--- src/rtl/core/cbst_pkg.sv ---
`timescale 1ns / 1ps

package cbst_pkg;

   localparam int unsigned KEY_W        = 32;
   localparam int unsigned CAPACITY_DEF = 64;
   localparam int unsigned FIFO_DEPTH   = 2;

   typedef struct packed {
      logic signed [KEY_W-1:0] key_value;
      logic                    last_item;
   } req_item_type;

   typedef struct packed {
      logic signed [KEY_W-1:0] key_value_out;
      logic                    last_result;
      logic                    overflowed;
   } rsp_item_type;

   typedef enum logic [2:0] {
      ST_IDLE,
      ST_INS_CMP,
      ST_INS_PUT,
      ST_EMIT_START,
      ST_POP,
      ST_RANGE,
      ST_OUT,
      ST_PUSH_HI
   } back_state_type;

endpackage

--- src/rtl/core/cbst_fifo.sv ---
`timescale 1ns / 1ps

module cbst_fifo #(
   parameter int unsigned WIDTH = $bits(cbst_pkg::req_item_type),
   parameter int unsigned DEPTH = cbst_pkg::FIFO_DEPTH
) (
   input  logic             clock,
   input  logic             reset,
   input  logic             push,
   input  logic [WIDTH-1:0] push_data,
   output logic             full,
   input  logic             pop,
   output logic [WIDTH-1:0] pop_data,
   output logic             empty
);

   localparam int unsigned PW = (DEPTH > 1) ? $clog2(DEPTH) : 1;
   localparam int unsigned NW = $clog2(DEPTH + 1);

   logic [WIDTH-1:0] slot_ff [DEPTH];
   logic [PW-1:0]    wr_ptr_ff;
   logic [PW-1:0]    rd_ptr_ff;
   logic [NW-1:0]    fill_ff;
   logic             do_push;
   logic             do_pop;

   assign full     = (fill_ff == NW'(DEPTH));
   assign empty    = (fill_ff == '0);
   assign do_push  = push && !full;
   assign do_pop   = pop && !empty;
   assign pop_data = slot_ff[rd_ptr_ff];

   always_ff @(posedge clock) begin
      if (do_push) begin
         slot_ff[wr_ptr_ff] <= push_data;
      end
   end

   always_ff @(posedge clock) begin
      if (reset) begin
         wr_ptr_ff <= '0;
         rd_ptr_ff <= '0;
         fill_ff   <= '0;
      end else begin
         if (do_push) begin
            wr_ptr_ff <= (wr_ptr_ff == PW'(DEPTH - 1)) ? '0 : wr_ptr_ff + PW'(1);
         end
         if (do_pop) begin
            rd_ptr_ff <= (rd_ptr_ff == PW'(DEPTH - 1)) ? '0 : rd_ptr_ff + PW'(1);
         end
         if (do_push && !do_pop) begin
            fill_ff <= fill_ff + NW'(1);
         end else if (do_pop && !do_push) begin
            fill_ff <= fill_ff - NW'(1);
         end
      end
   end

endmodule

--- src/rtl/core/cbst_back.sv ---
`timescale 1ns / 1ps

module cbst_back #(
   parameter int unsigned CAPACITY = cbst_pkg::CAPACITY_DEF
) (
   input  logic                   clock,
   input  logic                   reset,
   input  cbst_pkg::req_item_type in_item,
   input  logic                   in_empty,
   output logic                   in_pop,
   output cbst_pkg::rsp_item_type out_item,
   input  logic                   out_full,
   output logic                   out_push
);

   localparam int unsigned AW     = (CAPACITY > 1) ? $clog2(CAPACITY) : 1;
   localparam int unsigned CW     = $clog2(CAPACITY + 1);
   localparam int unsigned QDEPTH = 2 ** AW;

   cbst_pkg::back_state_type state_ff, state_in;

   logic signed [cbst_pkg::KEY_W-1:0] key_ff;
   logic                              last_ff;
   logic                              ovf_ff;
   logic [CW-1:0]                     count_ff;
   logic [CW-1:0]                     pos_ff;
   logic [CW-1:0]                     emitted_ff;
   logic [CW-1:0]                     lo_ff;
   logic [CW-1:0]                     hi_ff;
   logic [CW-1:0]                     root_ff;
   logic [AW-1:0]                     head_ff;
   logic [AW-1:0]                     tail_ff;

   logic signed [cbst_pkg::KEY_W-1:0] store_mem [CAPACITY];
   logic signed [cbst_pkg::KEY_W-1:0] srd_ff;
   logic [2*CW-1:0]                   queue_mem [QDEPTH];
   logic [2*CW-1:0]                   qrd_ff;

   logic                              store_we;
   logic [AW-1:0]                     store_wa;
   logic signed [cbst_pkg::KEY_W-1:0] store_wd;
   logic                              store_re;
   logic [AW-1:0]                     store_ra;
   logic                              q_we;
   logic [AW-1:0]                     q_wa;
   logic [2*CW-1:0]                   q_wd;
   logic                              q_re;

   logic          store_full;
   logic          key_gt;
   logic [CW-1:0] cnt_m1;
   logic [CW-1:0] pos_m1;
   logic [CW-1:0] pos_m2;
   logic [CW-1:0] root_p1;
   logic          set_done;

   logic [CW-1:0] r_lo;
   logic [CW-1:0] r_hi;
   logic [CW-1:0] r_size;
   logic [CW-1:0] r_fill;
   logic [CW:0]   r_quarter;
   logic [CW-1:0] r_slack;
   logic [CW-1:0] r_shift;
   logic [CW-1:0] r_root;

   assign store_full = (count_ff == CW'(CAPACITY));
   assign key_gt     = (srd_ff > key_ff);
   assign cnt_m1     = count_ff - CW'(1);
   assign pos_m1     = pos_ff - CW'(1);
   assign pos_m2     = pos_ff - CW'(2);
   assign root_p1    = root_ff + CW'(1);
   assign set_done   = (emitted_ff == count_ff);

   // root of the complete tree over the popped range
   always_comb begin
      r_lo   = qrd_ff[2*CW-1:CW];
      r_hi   = qrd_ff[CW-1:0];
      r_size = r_hi - r_lo;
      r_fill = r_size;
      for (int i = 1; i < CW; i++) begin
         r_fill = r_fill | (r_fill >> i);
      end
      r_quarter = ({1'b0, r_fill} + (CW+1)'(1)) >> 2;
      r_slack   = r_fill - r_size;
      if ({1'b0, r_slack} > r_quarter) begin
         r_shift = r_slack - r_quarter[CW-1:0];
      end else begin
         r_shift = '0;
      end
      r_root = r_lo + (r_fill >> 1) - r_shift;
   end

   always_comb begin
      state_in = state_ff;
      unique case (state_ff)
         cbst_pkg::ST_IDLE: begin
            if (!in_empty) begin
               if (store_full) begin
                  state_in = in_item.last_item ? cbst_pkg::ST_EMIT_START : cbst_pkg::ST_IDLE;
               end else if (count_ff == '0) begin
                  state_in = cbst_pkg::ST_INS_PUT;
               end else begin
                  state_in = cbst_pkg::ST_INS_CMP;
               end
            end
         end
         cbst_pkg::ST_INS_CMP: begin
            if (key_gt && pos_m1 != '0) begin
               state_in = cbst_pkg::ST_INS_CMP;
            end else begin
               state_in = cbst_pkg::ST_INS_PUT;
            end
         end
         cbst_pkg::ST_INS_PUT: begin
            state_in = last_ff ? cbst_pkg::ST_EMIT_START : cbst_pkg::ST_IDLE;
         end
         cbst_pkg::ST_EMIT_START: state_in = cbst_pkg::ST_POP;
         cbst_pkg::ST_POP: begin
            state_in = set_done ? cbst_pkg::ST_IDLE : cbst_pkg::ST_RANGE;
         end
         cbst_pkg::ST_RANGE: state_in = cbst_pkg::ST_OUT;
         cbst_pkg::ST_OUT: begin
            state_in = out_full ? cbst_pkg::ST_OUT : cbst_pkg::ST_PUSH_HI;
         end
         cbst_pkg::ST_PUSH_HI: state_in = cbst_pkg::ST_POP;
         default: state_in = cbst_pkg::ST_IDLE;
      endcase
   end

   always_comb begin
      in_pop   = 1'b0;
      out_push = 1'b0;
      store_we = 1'b0;
      store_wa = pos_ff[AW-1:0];
      store_wd = key_ff;
      store_re = 1'b0;
      store_ra = cnt_m1[AW-1:0];
      q_we     = 1'b0;
      q_wa     = tail_ff;
      q_wd     = {lo_ff, root_ff};
      q_re     = 1'b0;
      unique case (state_ff)
         cbst_pkg::ST_IDLE: begin
            if (!in_empty) begin
               in_pop   = 1'b1;
               store_re = !store_full && (count_ff != '0);
            end
         end
         cbst_pkg::ST_INS_CMP: begin
            if (key_gt) begin
               // shift the larger key up one slot
               store_we = 1'b1;
               store_wd = srd_ff;
               store_re = (pos_m1 != '0);
               store_ra = pos_m2[AW-1:0];
            end
         end
         cbst_pkg::ST_INS_PUT: store_we = 1'b1;
         cbst_pkg::ST_EMIT_START: begin
            q_we = 1'b1;
            q_wa = '0;
            q_wd = {CW'(0), count_ff};
         end
         cbst_pkg::ST_POP: q_re = !set_done;
         cbst_pkg::ST_RANGE: begin
            store_re = 1'b1;
            store_ra = r_root[AW-1:0];
         end
         cbst_pkg::ST_OUT: begin
            if (!out_full) begin
               out_push = 1'b1;
               q_we     = (root_ff > lo_ff);
            end
         end
         cbst_pkg::ST_PUSH_HI: begin
            q_we = (hi_ff > root_p1);
            q_wd = {root_p1, hi_ff};
         end
         default: begin
         end
      endcase
   end

   assign out_item.key_value_out = srd_ff;
   assign out_item.last_result   = ((emitted_ff + CW'(1)) == count_ff);
   assign out_item.overflowed    = ovf_ff;

   always_ff @(posedge clock) begin
      if (store_we) begin
         store_mem[store_wa] <= store_wd;
      end
      if (store_re) begin
         srd_ff <= store_mem[store_ra];
      end
   end

   always_ff @(posedge clock) begin
      if (q_we) begin
         queue_mem[q_wa] <= q_wd;
      end
      if (q_re) begin
         qrd_ff <= queue_mem[head_ff];
      end
   end

   always_ff @(posedge clock) begin
      if (state_ff == cbst_pkg::ST_IDLE && !in_empty) begin
         key_ff  <= in_item.key_value;
         last_ff <= in_item.last_item;
      end
      if (state_ff == cbst_pkg::ST_RANGE) begin
         lo_ff   <= r_lo;
         hi_ff   <= r_hi;
         root_ff <= r_root;
      end
   end

   always_ff @(posedge clock) begin
      if (reset) begin
         state_ff   <= cbst_pkg::ST_IDLE;
         count_ff   <= '0;
         ovf_ff     <= 1'b0;
         pos_ff     <= '0;
         emitted_ff <= '0;
         head_ff    <= '0;
         tail_ff    <= '0;
      end else begin
         state_ff <= state_in;
         unique case (state_ff)
            cbst_pkg::ST_IDLE: begin
               if (!in_empty) begin
                  pos_ff <= count_ff;
                  if (store_full) begin
                     // drop the key, keep the flag for the whole set
                     ovf_ff <= 1'b1;
                  end
               end
            end
            cbst_pkg::ST_INS_CMP: begin
               if (key_gt) begin
                  pos_ff <= pos_m1;
               end
            end
            cbst_pkg::ST_INS_PUT: count_ff <= count_ff + CW'(1);
            cbst_pkg::ST_EMIT_START: begin
               head_ff    <= '0;
               tail_ff    <= AW'(1);
               emitted_ff <= '0;
            end
            cbst_pkg::ST_POP: begin
               if (set_done) begin
                  count_ff <= '0;
                  ovf_ff   <= 1'b0;
               end else begin
                  head_ff <= head_ff + AW'(1);
               end
            end
            cbst_pkg::ST_OUT: begin
               if (!out_full) begin
                  emitted_ff <= emitted_ff + CW'(1);
                  if (q_we) begin
                     tail_ff <= tail_ff + AW'(1);
                  end
               end
            end
            cbst_pkg::ST_PUSH_HI: begin
               if (q_we) begin
                  tail_ff <= tail_ff + AW'(1);
               end
            end
            default: begin
            end
         endcase
      end
   end

endmodule

--- src/rtl/core/complete_bst_level_order_top.sv ---
`timescale 1ns / 1ps
// channel     | ports                                        | moves
// ------------+----------------------------------------------+---------------------------
// request in  | push, full, req_key_value, req_last_item     | one key, last closes set
// response out| pop, empty, rsp_key_value_out,               | keys in level order
//             | rsp_last_result, rsp_overflowed              |
//
// Each request is placed in the sorted key store of the sort engine by shifting up the
// held keys greater than it (at most CAPACITY - 1); when the store is full the key is
// dropped. A closing request then emits every held key through range queue read, key
// store read, result push with the low range push and high range push, stalling on a
// full response queue. Two-entry queues on both sides let requests wait while the
// engine works; reset is synchronous and empties both queues and the store.

module complete_bst_level_order_top #(
   parameter int unsigned CAPACITY = cbst_pkg::CAPACITY_DEF
) (
   input  logic                              clock,
   input  logic                              reset,
   input  logic                              push,
   output logic                              full,
   input  logic signed [cbst_pkg::KEY_W-1:0] req_key_value,
   input  logic                              req_last_item,
   input  logic                              pop,
   output logic                              empty,
   output logic signed [cbst_pkg::KEY_W-1:0] rsp_key_value_out,
   output logic                              rsp_last_result,
   output logic                              rsp_overflowed
);

   localparam int unsigned REQ_W = $bits(cbst_pkg::req_item_type);
   localparam int unsigned RSP_W = $bits(cbst_pkg::rsp_item_type);

   cbst_pkg::req_item_type req_wr;
   cbst_pkg::req_item_type req_rd;
   cbst_pkg::rsp_item_type rsp_wr;
   cbst_pkg::rsp_item_type rsp_rd;
   logic [REQ_W-1:0]       req_rd_bits;
   logic [RSP_W-1:0]       rsp_rd_bits;
   logic                   in_empty;
   logic                   in_pop;
   logic                   out_full;
   logic                   out_push;

   assign req_wr.key_value = req_key_value;
   assign req_wr.last_item = req_last_item;
   assign req_rd           = cbst_pkg::req_item_type'(req_rd_bits);
   assign rsp_rd           = cbst_pkg::rsp_item_type'(rsp_rd_bits);

   assign rsp_key_value_out = rsp_rd.key_value_out;
   assign rsp_last_result   = rsp_rd.last_result;
   assign rsp_overflowed    = rsp_rd.overflowed;

   cbst_fifo #(
      .WIDTH (REQ_W),
      .DEPTH (cbst_pkg::FIFO_DEPTH)
   ) u_front (
      .clock     (clock),
      .reset     (reset),
      .push      (push),
      .push_data (req_wr),
      .full      (full),
      .pop       (in_pop),
      .pop_data  (req_rd_bits),
      .empty     (in_empty)
   );

   cbst_back #(
      .CAPACITY (CAPACITY)
   ) u_back (
      .clock    (clock),
      .reset    (reset),
      .in_item  (req_rd),
      .in_empty (in_empty),
      .in_pop   (in_pop),
      .out_item (rsp_wr),
      .out_full (out_full),
      .out_push (out_push)
   );

   cbst_fifo #(
      .WIDTH (RSP_W),
      .DEPTH (cbst_pkg::FIFO_DEPTH)
   ) u_rsp (
      .clock     (clock),
      .reset     (reset),
      .push      (out_push),
      .push_data (rsp_wr),
      .full      (out_full),
      .pop       (pop),
      .pop_data  (rsp_rd_bits),
      .empty     (empty)
   );

   a_no_rsp_overrun: assert property (@(posedge clock) disable iff (reset)
      !(out_push && out_full))
      else $error("sort engine pushed into a full response queue");

   a_no_req_underrun: assert property (@(posedge clock) disable iff (reset)
      !(in_pop && in_empty))
      else $error("sort engine took a request from an empty queue");

   a_reset_idle: assert property (@(posedge clock)
      reset |=> (empty && !full))
      else $error("queues not cleared by reset");

endmodule

--- config.mk ---
export PLATFORM = sky130hd
export DESIGN_NAME = complete_bst_level_order_top
export DESIGN_NICKNAME = d
export VERILOG_FILES = /design/src/rtl/core/cbst_pkg.sv /design/src/rtl/core/cbst_fifo.sv /design/src/rtl/core/cbst_back.sv /design/src/rtl/core/complete_bst_level_order_top.sv
export SDC_FILE = /design/constraint.sdc
export NUM_CORES = 2
export LEC_CHECK = 0
export BUFFER_PORTS_ARGS = -buffer_cell sky130_fd_sc_hd__buf_2
export CAP_MARGIN = 20
export CORE_AREA = 4 4 371 647
export DETAILED_ROUTE_END_ITERATION = 12
export DIE_AREA = 0 0 375 651
export PLACE_DENSITY = 0.77
export SYNTH_ARGS = -nofsm -noshare
export SYNTH_HDL_FRONTEND = slang
export SYNTH_SLANG_ARGS = --single-unit
--- constraint.sdc ---
create_clock -name clock -period 14.55 [get_ports clock]
set_input_delay 2.91 -clock clock [delete_from_list [all_inputs] [get_ports clock]]
set_output_delay 2.91 -clock clock [all_outputs]
set_load 0.005 [all_outputs]
==> run metrics <==
clk sink count=3,225; post-CTS setup buffers=0; Slew @ Worst Pin=1231 ps; placed cells=approximately 11k; Detailed Route Iter0 Violations=between 10k and 15k; RSZ-0062 raised after global routing=false; synthesis-to-finish area growth=11.31%; Die Y=651 um; CP max stage cell=nand3_4; EDFF count, synth=~3.2k; Rows=235; worst-skew pair later-pin latency=slightly below 900 ps; CTS hold repair buffers=0; CTS root buf=clkbuf_16; GR Overflow Total=0; synth warn=0; antenna-violating nets left=0; register bit count reported by yosys=around 3.2k; CTS tree=built; worst vdd ir=0.3392 mV; Final Instance Area=143,200 um2; Layout Utilization=0.6111; hpwl dp=around 210,000 um; Vias/cell=6.555; Max Slew Vio Count=0; WL final=between 300,000 and 400,000 um; Total GRT Usage=0.2950; Netlist Area Pre-Place=roughly 130,000 um2; Worst Clk Skew=98.87 ps; CP arrival=11,410 ps; Setup crit end kind=flip-flop; wire length per cell=31.53 um; port bufs=a little over 70; Post-Syn Nets=~8.2k; first-pass GRT wire length=522,400 um; nets=between 8k and 9k; largest net degree at the start of global routing=roughly 200; FMAX=92.44 MHz; fraction of registers with async set/reset=0; critical path's largest stage delay=760 ps; clk buf depth=4; final setup violation count=0; Syn Area/Cell=approximately 16 um2; crit path launch type=flip-flop; placed inst area=~130,000 um2; Final Hold Fails=0; Max Used Layer=met5; Max-Cap Viols=0; Starting Density=0.5491; CP required=15,140 ps; met3 routed WL=about 36,000 um; cell mode on critical path=ha_1; Synth Flop Type=edfxtp_1; Post-Syn Instances=8,070; worst hold path type=reg2reg; layout cells sized above 1=0.1593; Final GP Congestion=0.9196; Reg clk slew, reported paths=70 ps; setup TNS=0 ps; total CTS buffers=282; Die ar.=244,100 um2; non-filler cells in the finished layout=11.56k; status=finished clean; Routed met2 length=183,800 um; via count=around 76k; post-layout min period=10,820 ps; maximum fanout along the worst path=195; Yosys cell types=78; M1 WL=roughly 110,000 um; Chip Width=375 um; PwrDens=208.3 nW/um2; CORE AREA=234,300 um2; initial antenna violation count=35; slew margin rel.=0.1684; Worst Setup Path Type=reg2reg; H-tree levels=5; Initial DRT Pass Iterations=7; commonest cells after routing, fill and taps aside=3,178 x edfxtp_1, 1,434 x nand2_1, 499 x nand3_1, 333 x mux4_2, 314 x a21oi_1; Final period util=0.7435; I/O pin cnt=between 70 and 80; CTS resizes=0; register area share after synthesis=0.7490; Pleak=47.26 nW; vias in the first global route=76.10k; DRC viols=0; most common cell after layout, fill and taps aside=edfxtp_1
[path summary, 6_finish.rpt]
| kind | endpoint | cells past startpoint | from | slack, ps |
|---|---|---|---|---|
| setup / recovery | u_back.srd_ff[4]$_DFFE_PP_ | 39 | u_back.qrd_ff[7]$_DFFE_PP_ | 3730 |
| hold / removal | u_back.hi_ff[2]$_DFFE_PP_ | 0 | u_back.qrd_ff[2]$_DFFE_PP_ | 480 |
| setup reg to reg | u_back.srd_ff[4]$_DFFE_PP_ | 39 | u_back.qrd_ff[7]$_DFFE_PP_ | 3730 |
| hold reg to reg | u_back.hi_ff[2]$_DFFE_PP_ | 0 | u_back.qrd_ff[2]$_DFFE_PP_ | 480 |
[cell families (layout without fill, tap and decap cells)]
group	after synthesis	count (layout)	synth area share
AO/OA/AOI/OAI	885	885	0.04380
XOR/XNOR	69	69	0.004697
adder cells (fa/ha/maj)	94	94	0.009607
buffers and inverters	612	999	0.02120
flip-flops	3225	3225	0.7490
multiplexers	695	695	0.08720
other	0	19	0
AND/OR/NAND/NOR	2490	2490	0.08450
[routing by layer]
layer,vias to the layer above,global-route usage
li1,31360,-
met1,37800,0.3209
met2,5201,0.5016
met3,1373,0.05882
met4,26,0.2390
met5,-,0
[state kept, by name, indices dropped and copies added, names as in the netlist, 7 cells and up, named ones only]
name               flops
u_back.count_ff        7
u_back.hi_ff           7
u_back.store_mem    2048
u_back.key_ff         32
u_back.emitted_ff      7
u_rsp.slot_ff         68
u_back.srd_ff         32
u_back.root_ff         7
u_front.slot_ff       66
u_back.queue_mem     896
u_back.lo_ff           7
u_back.pos_ff          7
u_back.qrd_ff         14
[per-stage QoR]
stage / setup slack [ps] / power [W] / hold slack, ps
after global placement: 2762 / 0.02193 / 433.1
final: 3732 / 0.02984 / 477.7
after global routing: 3182 / 0.03069 / 489.4
after floorplan: 6577 / 0.01817 / 426.4
after detailed placement: 4070 / 0.02227 / 450.2
after CTS: 3996 / 0.02951 / 474.4
[synthesized netlist by cell type (9+ instances only)]
cell type     n  share of area
o2111ai_1    10        0.00068
a311oi_1     51         0.0035
a21o_1       19         0.0011
or3_1        13        0.00063
xor2_1       36         0.0025
a211oi_1     56         0.0033
nand4_1      31         0.0015
and3_1       78         0.0038
o221ai_1      9        0.00061
a31oi_1     101         0.0049
mux2_2       77         0.0067
a21oi_1     315          0.012
clkbuf_1    192         0.0056
edfxtp_1   3178           0.74
nor2b_1      14        0.00068
nand2b_1     17        0.00083
o32ai_1      13        0.00088
buf_1        62         0.0018
o211ai_1     17        0.00099
o21ai_0     111         0.0043
dfxtp_1      47         0.0073
nor4_1       56         0.0027
ha_1         86         0.0084
mux4_2      333          0.058
or4_1        39         0.0023
o22ai_1      57         0.0028
buf_4        38         0.0022
buf_2       182         0.0071
inv_1       127         0.0037
a32o_1       18         0.0014
a2111oi_0    11        0.00075
a32oi_1      17         0.0012
nand2_1    1436          0.042
xnor2_1      33         0.0022
nand3_1     499          0.019
mux2i_1     285          0.022
nor2_1      235         0.0069
nor3_1       28         0.0011
a22oi_1      14        0.00082
o31ai_1      13        0.00076
[layout make-up]
| type | instances | area [um2] |
|---|---|---|
| diodes | 19 | 47.55 |
| clock buffers | 353 | 7545 |
| clock inverters | 148 | 1291 |
| fillers | 16070 | 91130 |
| inverters | 130 | 488.0 |
| multi-input cells | 4233 | 30890 |
| flip-flops and latches | 3225 | 96380 |
| well taps | 3081 | 3855 |
| repair buffers | 368 | 2718 |
[critical path: cells and delay by family (launching register included)]
family	cells	cell delay [ps]
compound gates	11	1940
xor+xnor	1	350
fa+ha+maj	8	2550
buf+inv	5	1320
flops	1	420
simple gates	14	3540
[power breakdown]
| part | total [W] | internal (W) | switching (W) | leakage [nW] |
|---|---|---|---|---|
| Combinational | 0.0107 | 0.00282 | 0.00783 | 14.0 |
| Sequential | 0.0119 | 0.0116 | 0.000240 | 29.0 |
| Clock | 0.00733 | 0.00400 | 0.00333 | 4.29 |
| Total | 0.0298 | 0.0184 | 0.0114 | 47.3 |
Power figures use the tool's default switching activity.
